==> src/rtl/core/bitmap_run_finder_assert.svh <==
// Assertion macros for the bitmap run finder.
// Used by the top level only; needs no package.
`ifndef BITMAP_RUN_FINDER_ASSERT_SVH
`define BITMAP_RUN_FINDER_ASSERT_SVH

// same-cycle implication
`define BRF_ASSERT_IMPL(label, clk, rst, ante, cons) \
   label: assert property (@(posedge clk) disable iff (rst) (ante) |-> (cons)) \
      else $error("bitmap_run_finder: assertion failed");

// next-cycle implication
`define BRF_ASSERT_NEXT(label, clk, rst, ante, cons) \
   label: assert property (@(posedge clk) disable iff (rst) (ante) |=> (cons)) \
      else $error("bitmap_run_finder: assertion failed");

`endif

==> src/rtl/core/brf_pkg.sv <==
// Shared types and codes for the bitmap run finder.
// No dependencies.
package brf_pkg;

   // operation codes carried in req_tuser
   localparam logic [1:0] KIND_CLEAR = 2'd0;
   localparam logic [1:0] KIND_TEST  = 2'd1;
   localparam logic [1:0] KIND_WRITE = 2'd2;
   localparam logic [1:0] KIND_SCAN  = 2'd3;

   // register indexes
   localparam logic REG_BYTES_IN_USE = 1'b0;

   localparam logic [7:0] BYTES_IN_USE_RESET = 8'd128;

   typedef enum logic [2:0] {
      S_INIT,
      S_IDLE,
      S_CLEAR,
      S_TEST,
      S_WRITE,
      S_SCAN,
      S_PUSH
   } state_type;

endpackage

==> src/rtl/core/bitmap_run_finder.sv <==
// Bitmap run finder top level: byte map in RAM, test/write/clear/scan sequencer.
// Depends on brf_pkg, brf_ram and bitmap_run_finder_assert.svh.
//
//   channel  | dir | handshake         | contents
//   ---------+-----+-------------------+-----------------------------------------
//   req_     | in  | tvalid/tready     | tuser kind; tdata index, value, length
//   rsp_     | out | tvalid/tready     | tuser found; tdata start, bit value
//   csr_     | in  | psel/penable      | bytes_in_use at address 0, pready tied
//
// Test and write read the RAM, then test the bit or modify/write it, then push.
// Scan reads one map byte a cycle over up to min(bytes_in_use, MAP_BYTES, 128)
// bytes, stopping early when a run is found. Clear sweeps the whole RAM.
// After reset a clearing pass over all MAP_BYTES bytes runs before the first
// word is taken; csr writes are accepted throughout.
// A result parks in the output register; the next word is taken while it waits.
`include "bitmap_run_finder_assert.svh"

module bitmap_run_finder #(
   parameter int MAP_BYTES = 128
) (
   input  logic        clock,
   input  logic        reset,
   // request stream
   input  logic        req_tvalid,
   output logic        req_tready,
   input  logic [23:0] req_tdata,   // [9:0] bit_index, [10] set_value, [21:11] run_length
   input  logic [1:0]  req_tuser,   // [1:0] kind
   // response stream
   output logic        rsp_tvalid,
   input  logic        rsp_tready,
   output logic [15:0] rsp_tdata,   // [9:0] start_index, [10] bit_value
   output logic        rsp_tuser,   // [0] found
   // configuration
   input  logic        csr_psel,
   input  logic        csr_penable,
   input  logic        csr_pwrite,
   input  logic [2:0]  csr_paddr,
   input  logic [31:0] csr_pwdata,
   output logic [31:0] csr_prdata,
   output logic        csr_pready
);

   localparam int AW         = (MAP_BYTES > 1) ? $clog2(MAP_BYTES) : 1;
   // scans never pass bit 1023, i.e. byte 127
   localparam int SCAN_BYTES = (MAP_BYTES < 128) ? MAP_BYTES : 128;
   localparam int SW         = $clog2(SCAN_BYTES + 1);
   localparam logic [AW-1:0] LAST_ADDR = AW'(MAP_BYTES - 1);

   // ---------------- configuration ----------------
   logic [7:0] biu_ff, biu_in;
   logic       csr_wr;

   assign csr_pready = 1'b1;
   assign csr_wr     = csr_psel && csr_penable && csr_pwrite && csr_pready;
   assign csr_prdata = (csr_paddr[2] == brf_pkg::REG_BYTES_IN_USE) ? {24'd0, biu_ff} : 32'd0;

   always_comb begin
      biu_in = biu_ff;
      if (csr_wr && csr_paddr[2] == brf_pkg::REG_BYTES_IN_USE) begin
         biu_in = csr_pwdata[7:0];
      end
   end

   // ---------------- map RAM ----------------
   logic          mem_we;
   logic [AW-1:0] mem_waddr, mem_raddr;
   logic [7:0]    mem_wdata, mem_rdata;

   brf_ram #(.WIDTH(8), .DEPTH(MAP_BYTES)) u_map (
      .clock (clock),
      .we    (mem_we),
      .waddr (mem_waddr),
      .wdata (mem_wdata),
      .raddr (mem_raddr),
      .rdata (mem_rdata)
   );

   // ---------------- sequencer state ----------------
   brf_pkg::state_type state_ff, state_in;
   logic [1:0]    kind_ff, kind_in;
   logic [9:0]    bidx_ff, bidx_in;
   logic          sval_ff, sval_in;
   logic [10:0]   len_ff, len_in;
   logic [AW-1:0] clr_ptr_ff, clr_ptr_in;
   logic [SW-1:0] nbytes_ff, nbytes_in;   // bytes a scan covers
   logic [SW-1:0] rd_ptr_ff, rd_ptr_in;   // next byte to read
   logic [SW-1:0] didx_ff, didx_in;       // byte on mem_rdata
   logic          dvld_ff, dvld_in;
   logic [10:0]   cnt_ff, cnt_in;         // current free run length
   logic          res_found_ff, res_found_in;
   logic [9:0]    res_start_ff, res_start_in;
   logic          res_bit_ff, res_bit_in;
   logic          rsp_tvalid_ff, rsp_tvalid_in;
   logic [15:0]   rsp_tdata_ff, rsp_tdata_in;
   logic          rsp_tuser_ff, rsp_tuser_in;

   logic          req_acc;
   logic          req_byte_ok;
   logic [SW-1:0] req_nbytes;
   logic [10:0]   req_len;

   // scan of one byte
   logic [10:0]   sc_cnt;
   logic          sc_hit;
   logic [9:0]    sc_start;
   logic [9:0]    sc_base;

   assign req_tready = (state_ff == brf_pkg::S_IDLE);
   assign req_acc    = req_tvalid && req_tready;
   assign req_len    = req_tdata[21:11];
   assign req_byte_ok = 13'(req_tdata[9:3]) < 13'(MAP_BYTES);
   assign req_nbytes  = (biu_ff > 8'(SCAN_BYTES)) ? SW'(SCAN_BYTES) : SW'(biu_ff);

   assign rsp_tvalid = rsp_tvalid_ff;
   assign rsp_tdata  = rsp_tdata_ff;
   assign rsp_tuser  = rsp_tuser_ff;

   // walk the eight bits of the byte on the read port, lowest first
   always_comb begin
      logic [10:0] c;
      logic        f;
      logic [9:0]  st;
      c  = cnt_ff;
      f  = 1'b0;
      st = 10'd0;
      sc_base = 10'({didx_ff, 3'b000});
      for (int j = 0; j < 8; j++) begin
         if (!f) begin
            if (mem_rdata[j]) begin
               c = 11'd0;
            end else begin
               c = c + 11'd1;
            end
            if (c == len_ff) begin
               f  = 1'b1;
               st = sc_base + 10'(j) + 10'd1 - len_ff[9:0];
            end
         end
      end
      sc_cnt   = c;
      sc_hit   = f;
      sc_start = st;
   end

   always_ff @(posedge clock) begin
      if (reset) begin
         state_ff      <= brf_pkg::S_INIT;
         clr_ptr_ff    <= '0;
         dvld_ff       <= 1'b0;
         rsp_tvalid_ff <= 1'b0;
         biu_ff        <= brf_pkg::BYTES_IN_USE_RESET;
      end else begin
         state_ff      <= state_in;
         clr_ptr_ff    <= clr_ptr_in;
         dvld_ff       <= dvld_in;
         rsp_tvalid_ff <= rsp_tvalid_in;
         biu_ff        <= biu_in;
      end
      kind_ff      <= kind_in;
      bidx_ff      <= bidx_in;
      sval_ff      <= sval_in;
      len_ff       <= len_in;
      nbytes_ff    <= nbytes_in;
      rd_ptr_ff    <= rd_ptr_in;
      didx_ff      <= didx_in;
      cnt_ff       <= cnt_in;
      res_found_ff <= res_found_in;
      res_start_ff <= res_start_in;
      res_bit_ff   <= res_bit_in;
      rsp_tdata_ff <= rsp_tdata_in;
      rsp_tuser_ff <= rsp_tuser_in;
   end

   always_comb begin
      state_in      = state_ff;
      kind_in       = kind_ff;
      bidx_in       = bidx_ff;
      sval_in       = sval_ff;
      len_in        = len_ff;
      clr_ptr_in    = clr_ptr_ff;
      nbytes_in     = nbytes_ff;
      rd_ptr_in     = rd_ptr_ff;
      didx_in       = didx_ff;
      dvld_in       = 1'b0;
      cnt_in        = cnt_ff;
      res_found_in  = res_found_ff;
      res_start_in  = res_start_ff;
      res_bit_in    = res_bit_ff;
      rsp_tvalid_in = rsp_tvalid_ff && !rsp_tready;
      rsp_tdata_in  = rsp_tdata_ff;
      rsp_tuser_in  = rsp_tuser_ff;
      mem_we        = 1'b0;
      mem_waddr     = clr_ptr_ff;
      mem_wdata     = 8'd0;
      mem_raddr     = AW'(bidx_ff[9:3]);

      case (state_ff)
         brf_pkg::S_INIT, brf_pkg::S_CLEAR: begin
            mem_we     = 1'b1;
            clr_ptr_in = clr_ptr_ff + 1'b1;
            if (clr_ptr_ff == LAST_ADDR) begin
               clr_ptr_in = '0;
               state_in   = (state_ff == brf_pkg::S_INIT) ? brf_pkg::S_IDLE : brf_pkg::S_PUSH;
            end
         end
         brf_pkg::S_IDLE: begin
            mem_raddr = AW'(req_tdata[9:3]);
            if (req_acc) begin
               kind_in      = req_tuser;
               bidx_in      = req_tdata[9:0];
               sval_in      = req_tdata[10];
               len_in       = req_len;
               nbytes_in    = req_nbytes;
               rd_ptr_in    = '0;
               cnt_in       = 11'd0;
               res_found_in = 1'b0;
               res_start_in = 10'd0;
               res_bit_in   = 1'b0;
               case (req_tuser)
                  brf_pkg::KIND_CLEAR: state_in = brf_pkg::S_CLEAR;
                  brf_pkg::KIND_TEST:
                     state_in = req_byte_ok ? brf_pkg::S_TEST : brf_pkg::S_PUSH;
                  brf_pkg::KIND_WRITE:
                     state_in = req_byte_ok ? brf_pkg::S_WRITE : brf_pkg::S_PUSH;
                  brf_pkg::KIND_SCAN: begin
                     // zero length, or longer than the pool: nothing to search
                     if (req_len == 11'd0 || req_len > 11'({req_nbytes, 3'b000})) begin
                        state_in = brf_pkg::S_PUSH;
                     end else begin
                        state_in = brf_pkg::S_SCAN;
                     end
                  end
                  default: state_in = brf_pkg::S_PUSH;
               endcase
            end
         end
         brf_pkg::S_TEST: begin
            res_bit_in = mem_rdata[bidx_ff[2:0]];
            state_in   = brf_pkg::S_PUSH;
         end
         brf_pkg::S_WRITE: begin
            mem_we    = 1'b1;
            mem_waddr = AW'(bidx_ff[9:3]);
            mem_wdata = mem_rdata;
            mem_wdata[bidx_ff[2:0]] = sval_ff;
            state_in  = brf_pkg::S_PUSH;
         end
         brf_pkg::S_SCAN: begin
            mem_raddr = AW'(rd_ptr_ff);
            if (rd_ptr_ff < nbytes_ff) begin
               dvld_in   = 1'b1;
               didx_in   = rd_ptr_ff;
               rd_ptr_in = rd_ptr_ff + 1'b1;
            end
            if (dvld_ff) begin
               cnt_in = sc_cnt;
               if (sc_hit) begin
                  res_found_in = 1'b1;
                  res_start_in = sc_start;
                  dvld_in      = 1'b0;
                  state_in     = brf_pkg::S_PUSH;
               end else if (didx_ff == SW'(nbytes_ff - 1'b1)) begin
                  dvld_in  = 1'b0;
                  state_in = brf_pkg::S_PUSH;
               end
            end
         end
         brf_pkg::S_PUSH: begin
            // wait for the output register to free up
            if (!rsp_tvalid_ff || rsp_tready) begin
               rsp_tvalid_in = 1'b1;
               rsp_tdata_in  = {5'd0, res_bit_ff, res_start_ff};
               rsp_tuser_in  = res_found_ff;
               state_in      = brf_pkg::S_IDLE;
            end
         end
         default: state_in = brf_pkg::S_IDLE;
      endcase
   end

   // ---------------- checks ----------------
   // a byte under scan always lies inside the pool
   `BRF_ASSERT_IMPL(a_scan_in_pool, clock, reset,
      (state_ff == brf_pkg::S_SCAN && dvld_ff), (didx_ff < nbytes_ff))
   // a found flag only ever comes from a scan
   `BRF_ASSERT_IMPL(a_found_is_scan, clock, reset,
      (state_ff == brf_pkg::S_PUSH && res_found_ff), (kind_ff == brf_pkg::KIND_SCAN))
   // test and scan never disturb the map
   `BRF_ASSERT_IMPL(a_no_stray_write, clock, reset,
      (state_ff == brf_pkg::S_SCAN || state_ff == brf_pkg::S_TEST), (!mem_we))
   // a pushed result lands in the output register
   `BRF_ASSERT_NEXT(a_push_lands, clock, reset,
      (state_ff == brf_pkg::S_PUSH && (!rsp_tvalid_ff || rsp_tready)), (rsp_tvalid_ff))

endmodule

==> src/rtl/core/brf_ram.sv <==
// Generic single-port-write, single-port-read RAM with registered read.
// No dependencies.
module brf_ram #(
   parameter int WIDTH = 8,
   parameter int DEPTH = 128
) (
   input  logic                                   clock,
   input  logic                                   we,
   input  logic [(DEPTH > 1 ? $clog2(DEPTH) : 1)-1:0] waddr,
   input  logic [WIDTH-1:0]                       wdata,
   input  logic [(DEPTH > 1 ? $clog2(DEPTH) : 1)-1:0] raddr,
   output logic [WIDTH-1:0]                       rdata
);

   logic [WIDTH-1:0] mem_ff [DEPTH];
   logic [WIDTH-1:0] rdata_ff;

   always_ff @(posedge clock) begin
      if (we) begin
         mem_ff[waddr] <= wdata;
      end
      rdata_ff <= mem_ff[raddr];
   end

   assign rdata = rdata_ff;

endmodule
==> config.mk <==
export PLATFORM = sky130hd
export DESIGN_NAME = bitmap_run_finder
export DESIGN_NICKNAME = d
export VERILOG_FILES = /design/src/rtl/core/brf_pkg.sv /design/src/rtl/core/bitmap_run_finder.sv /design/src/rtl/core/brf_ram.sv
export VERILOG_INCLUDE_DIRS = /design/src /design/src/rtl/core
export SDC_FILE = /design/constraint.sdc
export NUM_CORES = 2
export LEC_CHECK = 0
export BUFFER_PORTS_ARGS = -buffer_cell sky130_fd_sc_hd__buf_2
export CAP_MARGIN = 30
export CELL_PAD_IN_SITES_DETAIL_PLACEMENT = 1
export CELL_PAD_IN_SITES_GLOBAL_PLACEMENT = 2
export CORE_MARGIN = 10
export CORE_UTILIZATION = 46
export DETAILED_ROUTE_END_ITERATION = 10
export GPL_TIMING_DRIVEN = 0
export PLACE_DENSITY_LB_ADDON = 0.1
export SYNTH_ARGS = -nofsm -noshare
export SYNTH_HDL_FRONTEND = slang
export SYNTH_SLANG_ARGS = --single-unit
==> constraint.sdc <==
create_clock -name clock -period 12.95 [get_ports clock]
set_input_delay 1.295 -clock clock [delete_from_list [all_inputs] [get_ports clock]]
set_output_delay 1.295 -clock clock [all_outputs]
set_load 0.02 [all_outputs]
# After elaboration in Yosys (flattened, before gate mapping)
# Memory sizes are Yosys's and may differ from the RTL's. A register that Yosys moved wholly into a read port is not among the register bits.
# Cells that the tools add are included.
dict set report word_totals {
  reg_bits 101
  ram_bits 1024
  in_bits 68
  output_inout_bits 52
  word_cells 208
  mem_count 1
}
# name words word_bits rd rd_clocked_by_memory_dff wr line
set mem_list {}
lappend mem_list {u_map.mem_ff 128 8 1 1 1 brf_ram.sv:15} ;# logic [WIDTH-1:0] mem_ff [DEPTH];
dict set report classes {
  addsub 33
  n_lt_le_gt_ge 5
  n_eq_ne 26
  n_mux 97
  bitwise_logic 2
  n_reduce_logical 27
}
# operator count
set op_table {}
lappend op_table {{11-bit 2-to-1 mux} 24}
lappend op_table {{10-bit 2-to-1 mux} 18}
lappend op_table {{11-bit by 1-bit adder with 11-bit output (second input constant)} 8}
lappend op_table {{11-bit == test} 8}
lappend op_table {{10-bit by 1-bit adder with 10-bit output (second input constant)} 8}
lappend op_table {{10-bit subtractor} 8}
lappend op_table {{10-bit by 3-bit adder with 10-bit output (second input constant)} 4}
lappend op_table {{8-bit 2-to-1 mux} 5}
lappend op_table {{1-bit 2-to-1 mux} 29}
lappend op_table {{11-bit case mux with 2 select lines} 1}
lappend op_table {{3-bit 2-to-1 mux} 7}
lappend op_table {{10-bit by 2-bit adder with 10-bit output (second input constant)} 2}
lappend op_table {{10-bit case mux with 2 select lines} 1}
lappend op_table {{8-bit case mux with 2 select lines} 1}
lappend op_table {{3-bit case mux with 5 select lines} 1}
lappend op_table {{7-bit 2-to-1 mux} 2}
lappend op_table {{7-bit case mux with 2 select lines} 1}
lappend op_table {{3-bit case mux with 4 select lines} 1}
lappend op_table {{11-bit > comparator} 1}
lappend op_table {{11-bit logical NOT} 1}
lappend op_table {{2-bit != test (second input constant)} 5}
lappend op_table {{3-bit == test (second input constant)} 3}
lappend op_table {{8-bit by 1-bit adder with 8-bit output (second input constant)} 1}
lappend op_table {{8-bit bitwise mux} 1}
lappend op_table {{31 further kinds} 49}

# Longest topological paths before layout
dict set report logic_depth {
  depth_word 35
  depth_mapped 60
}

# Cells and area by module
# A second synthesis with hierarchy kept.
dict set report hier_totals {
  hier_cells 3652
  hier_area_um2 54611.1
}
# module instances cells_per_inst area_per_inst_um2 seq_area_each_um2
set modules_own_cells {}
lappend modules_own_cells {brf_ram 1 1635 39665.5 30909.6}
lappend modules_own_cells {bitmap_run_finder 1 2017 14945.6 2832.7}

# Least setup slack after synthesis
# Ideal clock, no wire load.
dict set report synth_path {
  kind {register to register}
  from {reg cnt_ff[1]}
  to {reg res_start_ff[9], data pin}
  setup_time_ps 266
  arrival_ps 11670
  slack_ps 1014
  path_stages_with_launch 59
  path_cell_list {edfxtp_1 -> ha_1 -> buf_4 -> nand3_4 -> buf_6 -> or4_1 -> a21o_1 -> buf_6 -> xnor2_2 -> and4_1 -> buf_4 -> a21oi_1 -> nand2_1 -> o21ai_0 -> ha_1 -> clkbuf_1 -> nand4_1 -> o21a_1 -> [23 not listed] -> buf_2 -> o21ai_4 -> buf_6 -> mux2_2 -> ha_1 -> clkbuf_1 -> nand3_1 -> a211oi_1 -> o2bb2ai_1 -> nor2_1 -> nand4_1 -> a21oi_1 -> mux2i_1 -> nor4_4 -> and2_1 -> buf_4 -> a221oi_1 -> nor2_1}
}
dict set report synth_via {
  elab_chain_len 35
  word_cells_on_any_way 68
  cone_classes {add/sub: 8; eq/ne: 8; mux: 52}
}
# element line
set synth_lines {}
lappend synth_lines {{start: declaration} bitmap_run_finder.sv:89} ;# logic [10:0] cnt_ff, cnt_in;
lappend synth_lines {{start signal: assignment} bitmap_run_finder.sv:166} ;# cnt_ff <= cnt_in;
lappend synth_lines {{11-bit by 1-bit adder with 11-bit output (*)} bitmap_run_finder.sv:132} ;# c = c + 11'd1;
lappend synth_lines {{11-bit 2-to-1 mux (*)} bitmap_run_finder.sv:129} ;# if (mem_rdata[j]) begin
lappend synth_lines {{11-bit by 1-bit adder with 11-bit output} bitmap_run_finder.sv:132}
lappend synth_lines {{11-bit 2-to-1 mux} bitmap_run_finder.sv:129}
lappend synth_lines {{11-bit 2-to-1 mux (2 in series)} bitmap_run_finder.sv:128} ;# if (!f) begin
lappend synth_lines {{11-bit by 1-bit adder with 11-bit output} bitmap_run_finder.sv:132}
lappend synth_lines {{11-bit 2-to-1 mux} bitmap_run_finder.sv:129}
lappend synth_lines {{11-bit 2-to-1 mux (2 in series)} bitmap_run_finder.sv:128}
lappend synth_lines {{[17 not listed]} --}
lappend synth_lines {{11-bit 2-to-1 mux} bitmap_run_finder.sv:129}
lappend synth_lines {{11-bit 2-to-1 mux} bitmap_run_finder.sv:128}
lappend synth_lines {{11-bit == test} bitmap_run_finder.sv:134} ;# if (c == len_ff) begin
lappend synth_lines {{10-bit 2-to-1 mux} bitmap_run_finder.sv:134}
lappend synth_lines {{10-bit 2-to-1 mux (*)} bitmap_run_finder.sv:128}
lappend synth_lines {{10-bit 2-to-1 mux (*)} bitmap_run_finder.sv:257} ;# if (sc_hit) begin
lappend synth_lines {{10-bit 2-to-1 mux (*)} bitmap_run_finder.sv:255} ;# if (dvld_ff) begin
lappend synth_lines {{10-bit case mux with 2 select lines (*)} bitmap_run_finder.sv:197} ;# case (state_ff)
lappend synth_lines {{end signal: assignment} bitmap_run_finder.sv:168} ;# res_start_ff <= res_start_in;
lappend synth_lines {{end: declaration} bitmap_run_finder.sv:91} ;# logic [9:0] res_start_ff, res_start_in;
# Mark *: on every way between the ends. The rest lies on a longest branch, timed or not. The select of a mux whose other input is x is not followed.
# A chain may end at the register's enable or synchronous reset.

# Worst setup path after layout
dict set report layout_path {
  from {reg cnt_ff[1]}
  to {reg res_start_ff[4], data pin}
}
# The elaborated chain is that of the path after synthesis.

==> summary by stage <==
Place
OpenSTA, run right after detailed placement, puts the worst setup slack at -3.12 ns. Buffers placed on the I/O ports in this run total 60. Detailed placement finished with a half-perimeter wire length of 133 mm. The routability congestion estimate from global placement is 0.909.

Drt
In the routed layout, each cell is associated on average with a via count of 6.23. The remaining antenna violation count after routing is 0. The iteration count of the initial detailed-routing pass is 6.

Summed over all layers, the routed wires come to 181 mm. For this block, the initial DRC count from the detailed router was 3554. In the final routed layout, each cell accounts on average for 30.9 um. The post-detailed-route DRC marker count is 0. For this block, the via count after detailed routing is 36600.

Floorplan
The I/O pin count is 120. The cell row count is 126. The total area inside the core boundary comes to 0.118 mm2. The area of the die is 0.134 mm2. From bottom edge to top edge, the die measures 366 um. For this configuration, the core starts out at a cell density of 0.465. The floorplan step set the die width to 366 um.

Clock network
The number of sinks driven by the clock tree is 1133. Counting along the longest clock path gives a buffer depth of 3. TritonCTS built the clock tree. The clock latency at the later pin of the worst-skew pair is 0.77 ns. The number of buffers added by the clock tree synthesis step is 115. After clock tree synthesis, the clock-pin slew on the worst setup and hold paths is 0.06 ns. The cell at the root of the clock tree is clkbuf_16. CTS built an H-tree with a depth of 3.

Critical path
The dominant cell type by count on the critical path is nand2_1. The slowest library cell on the worst path is nor4b_1. The worst path arrival time is 12.86 ns. STA classifies the critical path startpoint as a flip-flop. The kind of critical path is flip-flop to flip-flop.

The worst path required time is 13.40 ns. The type of element capturing the critical path is a flip-flop. In this design, the stage delay of the slowest critical-path cell is 0.82 ns.

The highest net fanout along the worst path is 10.

Finish
The total inserted antenna cells is 0. In the layout the commonest cells are 1105 x edfxtp_1, 321 x nor2_1, 258 x mux4_2, 205 x a21oi_1, 203 x nand2_1. Compared with the post-synthesis result, the final layout area differs by 15.1%.

The filler cells instantiated in the layout total 11500. The total number of nets in the final design is 4289. In the final layout, the share of cells above drive strength 1 is 0.214.

Leaving out fill and tap cells, the most frequent cell in the layout is edfxtp_1.

GRT
The initial antenna violation count is 2. The number of global-route vias before repair is 37500. After global routing the overflow that remains totals 0. The overall fraction of global-route tracks in use is 0.264. The largest net degree at the start of global routing is 49. The first-pass GRT wire length is 265 mm.

Min path
The tightest min-delay check is of the flip-flop to flip-flop type.

Power and ir drop
For this design the ratio of total power to cell area is 115 mW/mm2. For this design the static power due to leakage is 19.7 nW. The maximum resistive drop on vdd is 0.000125 V. The design draws 0.00729 W.

STA
Setup repair after global routing could not meet its margin everywhere. Setup violations remaining at the end of the flow were counted as 0. The slew at the pin closest to its max-slew limit is 1.11 ns. The headroom to the max-slew limit is 0.254. The number of hold violations in the final report is 0. Dividing the final minimum period by the clock period gives 0.958. The worst clock skew on the final layout is 0.114 ns. The maximum frequency from static timing analysis is 0.0806 GHz. Subtracting the final worst setup slack from the clock period gives 12.41 ns. Once routing completed, OpenROAD measured the worst setup slack at 0.542 ns. The total count of max-transition violations in the final report is 0. The worst hold slack across all endpoints is 0.417 ns.

Status
The run finished with clean final reports.

Flow run
Across the run, the number of max-cap violations was 0.

Logic synthesis
In the synthesized netlist, the number of instances is 3850. The number of enable-type register cells in the synthesized netlist is 1105. The cell area after technology mapping is 0.0551 mm2. The prevailing post-synth register cell is edfxtp_1. The number of distinct library cell variants in the gate-level netlist after synthesis is 131. The part of the Yosys area used for sequential elements is 0.613. The synthesized design contains 1133 register bits.

Each instance of the synthesized netlist takes up on average 14.3 um2. Of all flip-flops after synthesis, the portion carrying an async set or reset was 0. The Yosys step of the flow raised 0 warnings.
==> per-stage QoR <==
stage          area (um2)  utilization  setup TNS (ns)  std cells
6_report            63300        0.535               0       5864
5_1_grt             63300        0.535          -0.267       5864
4_1_cts             62700        0.530               0       5830
3_5_place_dp        58600        0.495         -100.14       5601
3_3_place_gp        57500        0.485         -101.54       5538
2_1_floorplan       55200            -               0       3878
==> worst max-delay path: cells and delay by family (launching register included) <==
kind / cells / cell delay [ns]
compound gates: 8 / 2.30
buf+inv: 8 / 1.70
xor+xnor: 3 / 0.43
flops: 1 / 0.41
simple gates: 22 / 5.44
fa+ha+maj: 3 / 0.87
mux: 3 / 0.92
==> kinds of logic (layout without fill, tap and decap cells) <==
group           Yosys count  count (layout)  synth area share
flops                  1133            1133             0.613
xor+xnor                114             114            0.0193
buf+inv                 336             722            0.0298
simple gates           1031            1031            0.0954
other cells               2              30          0.000136
compound gates          773             773            0.0957
fa+ha+maj                54              54            0.0131
mux                     407             407             0.134
==> layer usage <==
metal | vias to the layer above | track usage | wire, um
li1 | 15900 | - | -
met1 | 19000 | 0.343 | 73500
met2 | 1360 | 0.438 | 88200
met3 | 374 | 0.0365 | 10100
met4 | 0 | 0.121 | 9580
met5 | - | 0 | 0
==> Yosys cell counts (18+ instances only) <==
cell type	n	area, um2
clkbuf_1	132	495
mux2_2	43	484
o211ai_1	49	368
dfxtp_1	28	561
a21o_1	29	218
a31oi_1	26	163
nand4_1	39	244
or3_1	33	206
mux2i_1	105	1050
nor2b_1	53	332
nor4_1	26	163
buf_6	18	203
nand2_1	207	777
ha_1	48	601
buf_1	47	176
buf_4	46	345
xor2_1	30	263
nand3_1	85	425
nand2b_1	24	150
a21oi_1	212	1060
mux4_2	258	5810
nand3b_1	18	135
inv_1	67	251
xnor2_1	79	692
o31ai_1	18	135
nor3_1	66	330
edfxtp_1	1105	33200
and3_1	22	138
o21ai_0	131	656
and2_1	23	144
a211oi_1	71	533
nor2_1	334	1250
==> final cells by class <==
cell class	instances	area (um2)	share of cell area
Buffer	260	1400	0.0221
Clock buffer	138	2970	0.0469
Clock inverter	76	682	0.0108
Inverter	72	272	0.00429
Multi-Input combinational cell	2409	20500	0.324
Sequential cell	1133	33700	0.533
Tap cell	1600	2000	0.0316
Timing Repair Buffer	176	1780	0.0281
==> sequential cells by signal (all words and copies together), names as in the netlist, 3 cells and up <==
signal,flops
rd_ptr_ff,8
nbytes_ff,8
bidx_ff,10
cnt_ff,11
res_start_ff,10
clr_ptr_ff,7
state_ff,3
u_map.rdata,8
len_ff,11
biu_ff,8
u_map.mem_ff,1024
didx_ff,8
rsp_tdata,11
==> report_power, final <==
group	switching (W)	internal, W
clock network	0.00146	0.00177
registers	0.00000309	0.00397
logic	0.0000568	0.0000239
==> repair_timing <==
| action | 4_1_cts | 5_1_grt |
|---|---|---|
| pin swaps | 14 | 24 |
| setup buffers | 18 | 30 |
| setup endpoints to repair | 35 | 35 |
| gates resized for setup | 80 | 77 |
| hold endpoints to repair | 0 | 0 |
| hold buffers | 0 | 0 |
==> final timing paths <==
check | to | cells past startpoint | start | slack (ns)
max | res_start_ff[4] | 47 | cnt_ff[1] | 0.54
min | rsp_tdata[6] | 0 | res_start_ff[6] | 0.42
max reg2reg | res_start_ff[4] | 47 | cnt_ff[1] | 0.54
min reg2reg | rsp_tdata[6] | 0 | res_start_ff[6] | 0.42
Power figures use the tool's default switching activity.
